==> src/hdl/nfal_pkg.sv <==
// Shared constants, codes and types of the next-fit entry allocator.
package nfal_pkg;

    localparam int ENTRIES   = 1024;
    localparam int IDX_W     = $clog2(ENTRIES);
    localparam int LIM_W     = $clog2(ENTRIES + 1);
    localparam int WORD_BITS = 32;
    localparam int BIT_W     = $clog2(WORD_BITS);
    localparam int WORDS     = ENTRIES / WORD_BITS;
    localparam int WADDR_W   = $clog2(WORDS);
    localparam int ROW_W     = 2 * WORD_BITS;
    localparam int CMD_W     = 3;
    localparam int STATUS_W  = 3;
    localparam int LSTATE_W  = 2;
    localparam int IN_DATA_W  = 16;
    localparam int OUT_DATA_W = 16;

    localparam logic [CMD_W-1:0] CMD_LOAD   = 3'd0;
    localparam logic [CMD_W-1:0] CMD_ALLOC  = 3'd1;
    localparam logic [CMD_W-1:0] CMD_FREE   = 3'd2;
    localparam logic [CMD_W-1:0] CMD_LOCK   = 3'd3;
    localparam logic [CMD_W-1:0] CMD_UNLOCK = 3'd4;
    localparam logic [CMD_W-1:0] CMD_QUERY  = 3'd5;

    localparam logic [STATUS_W-1:0] STAT_OK          = 3'd0;
    localparam logic [STATUS_W-1:0] STAT_NONE_FREE   = 3'd1;
    localparam logic [STATUS_W-1:0] STAT_BUSY        = 3'd2;
    localparam logic [STATUS_W-1:0] STAT_BAD_INDEX   = 3'd3;
    localparam logic [STATUS_W-1:0] STAT_WRONG_STATE = 3'd4;

    localparam logic [LSTATE_W-1:0] LSTATE_UNLOCKED = 2'd0;
    localparam logic [LSTATE_W-1:0] LSTATE_WRITE    = 2'd2;

    localparam logic [LIM_W-1:0] LIMIT_MIN   = LIM_W'(2);
    localparam logic [LIM_W-1:0] LIMIT_RESET = LIM_W'(ENTRIES);

    typedef enum logic [1:0] {
        ST_IDLE,
        ST_EXEC,
        ST_SCAN
    } state_t;

    typedef struct packed {
        logic               rd_en;
        logic [WADDR_W-1:0] rd_addr;
        logic               wr_en;
        logic [WADDR_W-1:0] wr_addr;
        logic [ROW_W-1:0]   wr_data;
    } bitmap_req_t;

endpackage

==> src/hdl/nfal_bitmap.sv <==
// Bitmap memory of allocated and lock bits, 32 entries per row, with per-row valid bits.
module nfal_bitmap
    import nfal_pkg::*;
(
    input  logic             aclk,
    input  logic             aresetn,
    input  bitmap_req_t      req,
    output logic [ROW_W-1:0] rd_data
);

    logic [ROW_W-1:0] mem [WORDS];
    logic [WORDS-1:0] row_valid_reg;
    logic [ROW_W-1:0] rdata_reg;
    logic             rvalid_reg;

    always_ff @(posedge aclk) begin
        if (req.wr_en) begin
            mem[req.wr_addr] <= req.wr_data;
        end
        if (req.rd_en) begin
            rdata_reg <= mem[req.rd_addr];
        end
    end

    always_ff @(posedge aclk) begin
        if (!aresetn) begin
            row_valid_reg <= '0;
            rvalid_reg    <= 1'b0;
        end else begin
            if (req.rd_en) begin
                rvalid_reg <= row_valid_reg[req.rd_addr];
            end
            if (req.wr_en) begin
                row_valid_reg[req.wr_addr] <= 1'b1;
            end
        end
    end

    // A row never written since reset reads as all clear.
    assign rd_data = rvalid_reg ? rdata_reg : '0;

endmodule

==> src/hdl/next_fit_entry_allocator_with_locks.sv <==
// Top level of the next-fit entry allocator with per-entry locks.
//
// Requests enter on the s_ stream channel and each gives exactly one result
// on the m_ stream channel. The table limit is written through the cfg_
// channel, which is always ready; it should only be written while the block
// is idle. Load, free, lock, unlock, query and unknown commands read the
// bitmap row at the accepting edge, then, once the output register is free,
// write it back when the command updates it and present the result. Alloc
// reads one row of 32 entries per cycle from the bitmap memory, pipelined,
// while the output register is free, starting at the row of the rotating
// start pointer and wrapping to the first row. One request is worked on at
// a time; the next is accepted as soon as the previous result sits in the
// output register. If the receiver stalls, the finished result waits
// there and the following request halts before it would write the bitmap.
// Reset clears all allocated and lock bits at once through per-row valid
// flags, sets the start pointer to 1 and the limit to 1024; no clearing
// pass is needed.
module next_fit_entry_allocator_with_locks
    import nfal_pkg::*;
(
    input  logic                  aclk,
    input  logic                  aresetn,
    input  logic                  s_tvalid,
    output logic                  s_tready,
    // cmd[2:0], entry_index[12:3], lifetime_set[13], intent_set[14], zero[15]
    input  logic [IN_DATA_W-1:0]  s_tdata,
    output logic                  m_tvalid,
    input  logic                  m_tready,
    // status[2:0], granted_index[12:3], lock_state[14:13], zero[15]
    output logic [OUT_DATA_W-1:0] m_tdata,
    input  logic                  cfg_valid,
    output logic                  cfg_ready,
    input  logic [LIM_W-1:0]      cfg_data
);

    state_t state_reg, state_next;

    logic [LIM_W-1:0]      cfg_limit_reg;
    logic [IDX_W-1:0]      search_start_reg;
    logic [CMD_W-1:0]      cmd_reg;
    logic [IDX_W-1:0]      idx_reg;
    logic                  life_reg;
    logic                  intent_reg;
    logic                  idx_ok_reg;
    logic [IDX_W-1:0]      start_reg;
    logic [WADDR_W-1:0]    rd_word_reg;
    logic                  rd_phase_reg;
    logic                  rd_done_reg;
    logic                  ev_valid_reg;
    logic [WADDR_W-1:0]    ev_word_reg;
    logic                  ev_phase_reg;
    logic                  m_tvalid_reg;
    logic [OUT_DATA_W-1:0] m_tdata_reg;

    logic [CMD_W-1:0]    in_cmd;
    logic [IDX_W-1:0]    in_idx;
    logic [LIM_W-1:0]    limit;
    logic [IDX_W-1:0]    limit_m1;
    logic [WADDR_W-1:0]  last_word;
    logic                in_idx_ok;
    logic [IDX_W-1:0]    eff_start;
    logic                accept;
    logic                out_free;
    logic                load_out;
    logic                scan_adv;
    logic                set_start;
    logic [STATUS_W-1:0] out_status;
    logic [IDX_W-1:0]    out_grant;
    logic [LSTATE_W-1:0] out_lstate;

    bitmap_req_t      mreq;
    logic [ROW_W-1:0] rd_data;

    logic [BIT_W-1:0]    ex_bit;
    logic                ex_alloc;
    logic                ex_lock;
    logic [STATUS_W-1:0] ex_status;
    logic [LSTATE_W-1:0] ex_lstate;
    logic                ex_wr;
    logic [ROW_W-1:0]    ex_wdata;

    logic [WORD_BITS-1:0] free_vec;
    logic                 found;
    logic [BIT_W-1:0]     found_bit;
    logic [IDX_W-1:0]     grant_idx;
    logic [ROW_W-1:0]     scan_wdata;

    nfal_bitmap u_bitmap (
        .aclk    (aclk),
        .aresetn (aresetn),
        .req     (mreq),
        .rd_data (rd_data)
    );

    assign in_cmd    = s_tdata[CMD_W-1:0];
    assign in_idx    = s_tdata[CMD_W+IDX_W-1:CMD_W];
    assign cfg_ready = 1'b1;
    assign s_tready  = (state_reg == ST_IDLE);
    assign accept    = s_tvalid && s_tready;
    assign out_free  = !m_tvalid_reg || m_tready;
    assign m_tvalid  = m_tvalid_reg;
    assign m_tdata   = m_tdata_reg;

    always_comb begin
        if (cfg_limit_reg > LIMIT_RESET) begin
            limit = LIMIT_RESET;
        end else if (cfg_limit_reg < LIMIT_MIN) begin
            limit = LIMIT_MIN;
        end else begin
            limit = cfg_limit_reg;
        end
    end

    assign limit_m1  = IDX_W'(limit - LIM_W'(1));
    assign last_word = limit_m1[IDX_W-1:BIT_W];
    assign in_idx_ok = (in_idx != '0) && (LIM_W'(in_idx) < limit);
    assign eff_start = ((search_start_reg == '0) || (LIM_W'(search_start_reg) >= limit))
                       ? IDX_W'(1) : search_start_reg;

    // Single-entry commands on the row read when the request was accepted.
    assign ex_bit   = idx_reg[BIT_W-1:0];
    assign ex_alloc = rd_data[ex_bit];
    assign ex_lock  = rd_data[WORD_BITS + int'(ex_bit)];

    always_comb begin
        ex_status = STAT_OK;
        ex_lstate = LSTATE_UNLOCKED;
        ex_wr     = 1'b0;
        ex_wdata  = rd_data;
        if (cmd_reg > CMD_QUERY) begin
            ex_status = STAT_WRONG_STATE;
        end else if (!idx_ok_reg) begin
            ex_status = STAT_BAD_INDEX;
        end else begin
            unique case (cmd_reg)
                CMD_LOAD: begin
                    ex_wr            = 1'b1;
                    ex_wdata[ex_bit] = life_reg && !intent_reg;
                end
                CMD_FREE: begin
                    if (ex_alloc && ex_lock) begin
                        ex_wr                                = 1'b1;
                        ex_wdata[ex_bit]                     = 1'b0;
                        ex_wdata[WORD_BITS + int'(ex_bit)]   = 1'b0;
                    end else begin
                        ex_status = STAT_WRONG_STATE;
                    end
                end
                CMD_LOCK: begin
                    if (ex_lock) begin
                        ex_status = STAT_BUSY;
                    end else begin
                        ex_wr                              = 1'b1;
                        ex_wdata[WORD_BITS + int'(ex_bit)] = 1'b1;
                    end
                end
                CMD_UNLOCK: begin
                    if (ex_lock) begin
                        ex_wr                              = 1'b1;
                        ex_wdata[WORD_BITS + int'(ex_bit)] = 1'b0;
                    end else begin
                        ex_status = STAT_WRONG_STATE;
                    end
                end
                CMD_QUERY: begin
                    ex_lstate = ex_lock ? LSTATE_WRITE : LSTATE_UNLOCKED;
                end
                default: begin
                    ex_status = STAT_WRONG_STATE;
                end
            endcase
        end
    end

    // Free entries of the row under evaluation within the current search window.
    always_comb begin
        logic [IDX_W-1:0] gidx;
        for (int b = 0; b < WORD_BITS; b++) begin
            gidx = {ev_word_reg, BIT_W'(b)};
            if (!ev_phase_reg) begin
                free_vec[b] = !rd_data[b] && !rd_data[WORD_BITS + b]
                              && (gidx >= start_reg) && (LIM_W'(gidx) < limit);
            end else begin
                free_vec[b] = !rd_data[b] && !rd_data[WORD_BITS + b]
                              && (gidx != '0) && (gidx < start_reg);
            end
        end
    end

    always_comb begin
        found     = 1'b0;
        found_bit = '0;
        for (int b = WORD_BITS - 1; b >= 0; b--) begin
            if (free_vec[b]) begin
                found     = 1'b1;
                found_bit = BIT_W'(b);
            end
        end
    end

    assign grant_idx = {ev_word_reg, found_bit};

    always_comb begin
        scan_wdata                                 = rd_data;
        scan_wdata[found_bit]                      = 1'b1;
        scan_wdata[WORD_BITS + int'(found_bit)]    = 1'b1;
    end

    always_ff @(posedge aclk) begin
        if (!aresetn) begin
            state_reg <= ST_IDLE;
        end else begin
            state_reg <= state_next;
        end
    end

    always_comb begin
        state_next = state_reg;
        mreq       = '0;
        load_out   = 1'b0;
        scan_adv   = 1'b0;
        set_start  = 1'b0;
        out_status = STAT_OK;
        out_grant  = '0;
        out_lstate = LSTATE_UNLOCKED;
        unique case (state_reg)
            ST_IDLE: begin
                if (accept) begin
                    if (in_cmd == CMD_ALLOC) begin
                        state_next = ST_SCAN;
                    end else begin
                        mreq.rd_en   = 1'b1;
                        mreq.rd_addr = in_idx[IDX_W-1:BIT_W];
                        state_next   = ST_EXEC;
                    end
                end
            end
            ST_EXEC: begin
                if (out_free) begin
                    load_out     = 1'b1;
                    out_status   = ex_status;
                    out_lstate   = ex_lstate;
                    mreq.wr_en   = ex_wr;
                    mreq.wr_addr = idx_reg[IDX_W-1:BIT_W];
                    mreq.wr_data = ex_wdata;
                    state_next   = ST_IDLE;
                end
            end
            ST_SCAN: begin
                if (out_free) begin
                    scan_adv     = 1'b1;
                    mreq.rd_en   = !rd_done_reg;
                    mreq.rd_addr = rd_word_reg;
                    if (ev_valid_reg) begin
                        if (found) begin
                            load_out     = 1'b1;
                            out_grant    = grant_idx;
                            set_start    = 1'b1;
                            mreq.wr_en   = 1'b1;
                            mreq.wr_addr = ev_word_reg;
                            mreq.wr_data = scan_wdata;
                            state_next   = ST_IDLE;
                        end else if (ev_phase_reg
                                     && (ev_word_reg == start_reg[IDX_W-1:BIT_W])) begin
                            load_out   = 1'b1;
                            out_status = STAT_NONE_FREE;
                            state_next = ST_IDLE;
                        end
                    end
                end
            end
            default: begin
                state_next = ST_IDLE;
            end
        endcase
    end

    always_ff @(posedge aclk) begin
        if (!aresetn) begin
            cfg_limit_reg    <= LIMIT_RESET;
            search_start_reg <= IDX_W'(1);
            m_tvalid_reg     <= 1'b0;
            ev_valid_reg     <= 1'b0;
        end else begin
            if (cfg_valid && cfg_ready) begin
                cfg_limit_reg <= cfg_data;
            end
            if (set_start) begin
                search_start_reg <= grant_idx;
            end
            if (load_out) begin
                m_tvalid_reg <= 1'b1;
            end else if (m_tready) begin
                m_tvalid_reg <= 1'b0;
            end
            if (accept) begin
                ev_valid_reg <= 1'b0;
            end else if (scan_adv) begin
                ev_valid_reg <= !rd_done_reg;
            end
        end
    end

    always_ff @(posedge aclk) begin
        if (accept) begin
            cmd_reg      <= in_cmd;
            idx_reg      <= in_idx;
            life_reg     <= s_tdata[CMD_W+IDX_W];
            intent_reg   <= s_tdata[CMD_W+IDX_W+1];
            idx_ok_reg   <= in_idx_ok;
            start_reg    <= eff_start;
            rd_word_reg  <= eff_start[IDX_W-1:BIT_W];
            rd_phase_reg <= 1'b0;
            rd_done_reg  <= 1'b0;
        end else if (scan_adv) begin
            ev_word_reg  <= rd_word_reg;
            ev_phase_reg <= rd_phase_reg;
            if (!rd_done_reg) begin
                if (!rd_phase_reg && (rd_word_reg == last_word)) begin
                    rd_phase_reg <= 1'b1;
                    rd_word_reg  <= '0;
                end else if (rd_phase_reg
                             && (rd_word_reg == start_reg[IDX_W-1:BIT_W])) begin
                    rd_done_reg <= 1'b1;
                end else begin
                    rd_word_reg <= rd_word_reg + WADDR_W'(1);
                end
            end
        end
        if (load_out) begin
            m_tdata_reg <= {1'b0, out_lstate, out_grant, out_status};
        end
    end

    a_no_write_when_idle: assert property (@(posedge aclk) disable iff (!aresetn)
        mreq.wr_en |-> (state_reg != ST_IDLE))
        else $error("bitmap written while idle");

    a_grant_only_on_ok: assert property (@(posedge aclk) disable iff (!aresetn)
        (m_tvalid_reg && (m_tdata_reg[IDX_W+STATUS_W-1:STATUS_W] != '0))
        |-> (m_tdata_reg[STATUS_W-1:0] == STAT_OK))
        else $error("granted index with failing status");

    a_lstate_only_on_ok: assert property (@(posedge aclk) disable iff (!aresetn)
        (m_tvalid_reg && (m_tdata_reg[OUT_DATA_W-2:IDX_W+STATUS_W] != LSTATE_UNLOCKED))
        |-> (m_tdata_reg[STATUS_W-1:0] == STAT_OK))
        else $error("lock state reported with failing status");

    a_start_follows_grant: assert property (@(posedge aclk) disable iff (!aresetn)
        set_start |=> (search_start_reg == m_tdata_reg[IDX_W+STATUS_W-1:STATUS_W]))
        else $error("start pointer does not match granted entry");

    a_scan_write_hits_free: assert property (@(posedge aclk) disable iff (!aresetn)
        (mreq.wr_en && (state_reg == ST_SCAN)) |-> (found && ev_valid_reg))
        else $error("alloc wrote a row without a free entry");

endmodule

==> config.mk <==
export PLATFORM = sky130hd
export DESIGN_NAME = next_fit_entry_allocator_with_locks
export DESIGN_NICKNAME = d
export VERILOG_FILES = /design/src/hdl/nfal_pkg.sv /design/src/hdl/nfal_bitmap.sv /design/src/hdl/next_fit_entry_allocator_with_locks.sv
export SDC_FILE = /design/constraint.sdc
export NUM_CORES = 2
export LEC_CHECK = 0
export ABC_CLOCK_PERIOD_IN_PS = 10390
export BUFFER_PORTS_ARGS = -buffer_cell sky130_fd_sc_hd__buf_4
export CAP_MARGIN = 25
export CORE_MARGIN = 3
export CORE_UTILIZATION = 45
export CTS_BUF_LIST = sky130_fd_sc_hd__clkbuf_16
export DETAILED_ROUTE_END_ITERATION = 10
export GPL_TIMING_DRIVEN = 0
export PLACE_DENSITY_LB_ADDON = 0.25
export SKIP_CTS_REPAIR_TIMING = 1
export SLEW_MARGIN = 20
export SYNTH_ARGS = -nofsm -noshare
export SYNTH_HDL_FRONTEND = slang
export SYNTH_HIERARCHICAL = 1
export SYNTH_SLANG_ARGS = --single-unit
==> constraint.sdc <==
create_clock -name aclk -period 10.39 [get_ports aclk]
set_clock_uncertainty 0.1 [all_clocks]
set_input_delay 1.039 -clock aclk [delete_from_list [all_inputs] [get_ports aclk]]
set_output_delay 1.039 -clock aclk [all_outputs]
set_load 0.1 [all_outputs]
==> results.ini <==
[clock_tree]
cts_tree = yes
clk_pin_slew_worst_paths_ns = 0.06
cts_root_buf = clkbuf_16
numCtsBuffers = 219
htreeDepth = 4
clk_latency_ns = 0.87
cts_buffer_depth = 3
cts_sinks = 2223

[critical_path]
cp-start-kind = flip-flop
crit_fanout = 16
worstPathArrival_ns = 8.57
end_kind = flip-flop
critPathKind = reg -> reg
reg2reg_depth = 22
crit_required_ns = 10.84
ff2ff_setup_slack_ns = 2.27

[grt]
grt_pass1_wl_mm = 399
grt_pass1_vias = 49729
antenna_found_initial = 12
overflow = 0
grt_usage = 0.275
grt_max_degree = 33

[drt]
antenna_left = 0
drt_iter0_markers = 6805
wl_per_cell_um = 36.4
vias_per_cell = 6.42
post-route-drc-count = 0
via_count = 50484
first_pass_iters = 6
drt_wl_total_mm = 287

[synthesis]
async_flop_share = 0
synth-seq-area-share = 0.727
ys_types = 105
synth_seq_cells = 2223
yosys_warnings = 6
postSynthCellCount = 4519
yosysTopAreaCellShare = 0.714
ys.flop_type = edfxtp_1
syn_area_per_cell_um2 = 20.1
yosys-top-cells-area = edfxtp_1 71%, mux4_2 15%, dfxtp_1 1.3%, mux2i_1 0.98%, mux2_2 0.93%
syn_area_mm2 = 0.0909
synth_edf_count = 2163
yosysTopAreaCell = edfxtp_1

[power]
p_leak_nw = 28.8
peakVddDrop_v = 0.000151
p_per_area_mw_per_mm2 = 172

[layout]
largest_reg_flops = 2048
post_layout_nonfiller_instances = 7866
mostFrequentLayoutCell = edfxtp_1
fin_util = 0.535
post_route_cells_drive_above_1_share = 0.298
finish.instance_area_mm2 = 0.107
nFillCells = 15374
area_delta_synth_final_pct = 17.8
fin_nets = 5091
mostFrequentLayoutCells = 2163 x edfxtp_1, 620 x mux4_2, 221 x clkbuf_16

[sta]
finalSetupViolCount = 0
worstMarginPinSlew_ns = 1.18
slew_headroom = 0.214
max_freq_mhz = 123
finalHoldViolCount = 0
slew_viol_final = 0
rsz0062_at_grt = no
hold_slack_ns = 0.268
finalCritPeriodShare = 0.782
fin_ws_ns = 2.27
period_needed_ns = 8.12

[run]
maxCapViolCount = 0

[worst_hold_path]
hold_path_class = in -> reg
min_path_cells = 1

[outcome]
status = completed

[floorplanning]
die_w_um = 456
ioPinCount = 51
dieArea_mm2 = 0.208
die_y_um = 456
initial_core_util = 0.454
rows = 164
core_mm2 = 0.200

[place]
hpwlAfterDp_mm = 206
portBuffers = 45
dp_cells = 7456
place_area_mm2 = 0.100
pre_cts_ws_ns = 2.48
routabilityCongestion = 0.979

==> synth_stat cells, drive strengths merged (11+ instances only) <==
| master | count |
|---|---|
| a211oi | 29 |
| a21o | 25 |
| a21oi | 78 |
| a221o | 19 |
| a22oi | 15 |
| a31oi | 35 |
| and2 | 90 |
| and3 | 13 |
| buf | 138 |
| clkbuf | 130 |
| dfxtp | 60 |
| edfxtp | 2163 |
| ha | 35 |
| inv | 24 |
| mux2 | 75 |
| mux2i | 89 |
| mux4 | 620 |
| nand2 | 129 |
| nand2b | 22 |
| nand3 | 37 |
| nand3b | 11 |
| nand4 | 17 |
| nor2 | 138 |
| nor2b | 25 |
| nor3 | 30 |
| nor4 | 16 |
| o211ai | 33 |
| o21a | 44 |
| o21ai | 123 |
| o221ai | 36 |
| o22ai | 38 |
| or2 | 21 |
==> critical path, cell delays in order (launching register included) <==
cell and delay (ns):
dfxtp_1 0.33, buf_6 0.14, inv_1 0.14, buf_1 0.45, nand2_1 0.30, ha_1 0.42
a211oi_2 0.32, o221a_1 0.25, buf_2 0.25, o311ai_0 0.35, a211oi_1 0.46, nor2_1 0.19
nand4_1 0.28, nor2_2 0.14, a21oi_1 0.38, clkbuf_1 0.49, nand2_1 0.22, a21oi_1 0.29
nand3b_1 0.68, nor2_4 0.84, buf_12 0.28, buf_12 0.22, buf_16 0.19
==> kinds of logic after synthesis <==
logic type | synth area share
compound gates | 0.0444
xor+xnor | 0.00106
buf+inv | 0.0150
other cells | 0.0000826
mux | 0.173
flops | 0.727
simple gates | 0.0346
fa+ha+maj | 0.00482
==> per-stage QoR <==
step | total power (W) | setup TNS [ns]
after floorplan | 0.0106 | 0
after detailed placement | 0.0111 | 0
final | 0.0184 | 0
after global routing | 0.0190 | 0
after global placement | 0.0111 | -8336.77
after CTS | 0.0186 | 0
==> metal layers <==
| layer | GRT usage | wire length, µm | part of all wire | vias to the layer above |
|---|---|---|---|---|
| met3 | 0.0494 | 25000 | 0.087 | 465 |
| met1 | 0.405 | 120000 | 0.42 | 27230 |
| met5 | 0 | 0 | 0 | - |
| li1 | - | - | - | 20093 |
| met2 | 0.411 | 129000 | 0.45 | 2696 |
| met4 | 0.108 | 12400 | 0.043 | 0 |
==> power breakdown <==
group / internal, W / total (W) / switching (W)
logic: 0.000405 / 0.00116 / 0.000750
registers: 0.00975 / 0.00977 / 0.0000270
clock network: 0.00418 / 0.00752 / 0.00334
==> layout make-up <==
| type | instances | area [µm²] | area share |
|---|---|---|---|
| Antenna cell | 3 | 7.51 | 0.0000701 |
| Buffer | 268 | 1290 | 0.0120 |
| Clock buffer | 221 | 5530 | 0.0516 |
| Clock inverter | 183 | 1260 | 0.0118 |
| Inverter | 26 | 97.6 | 0.000911 |
| Multi-Input combinational cell | 2003 | 24400 | 0.228 |
| Sequential cell | 2223 | 66200 | 0.618 |
| Tap cell | 2656 | 3320 | 0.0310 |
| Timing Repair Buffer | 283 | 5070 | 0.0474 |
==> final timing paths <==
| kind | from | end |
|---|---|---|
| hold / removal | s_tdata[14] | intent_reg |
| setup / recovery | cfg_limit_reg[10] | u_bitmap/mem[5][47] |
| hold reg to reg | rd_word_reg[2] | ev_word_reg[2] |
| setup reg to reg | cfg_limit_reg[10] | u_bitmap/mem[5][47] |
No activity file was read; power rests on OpenSTA's default activity.
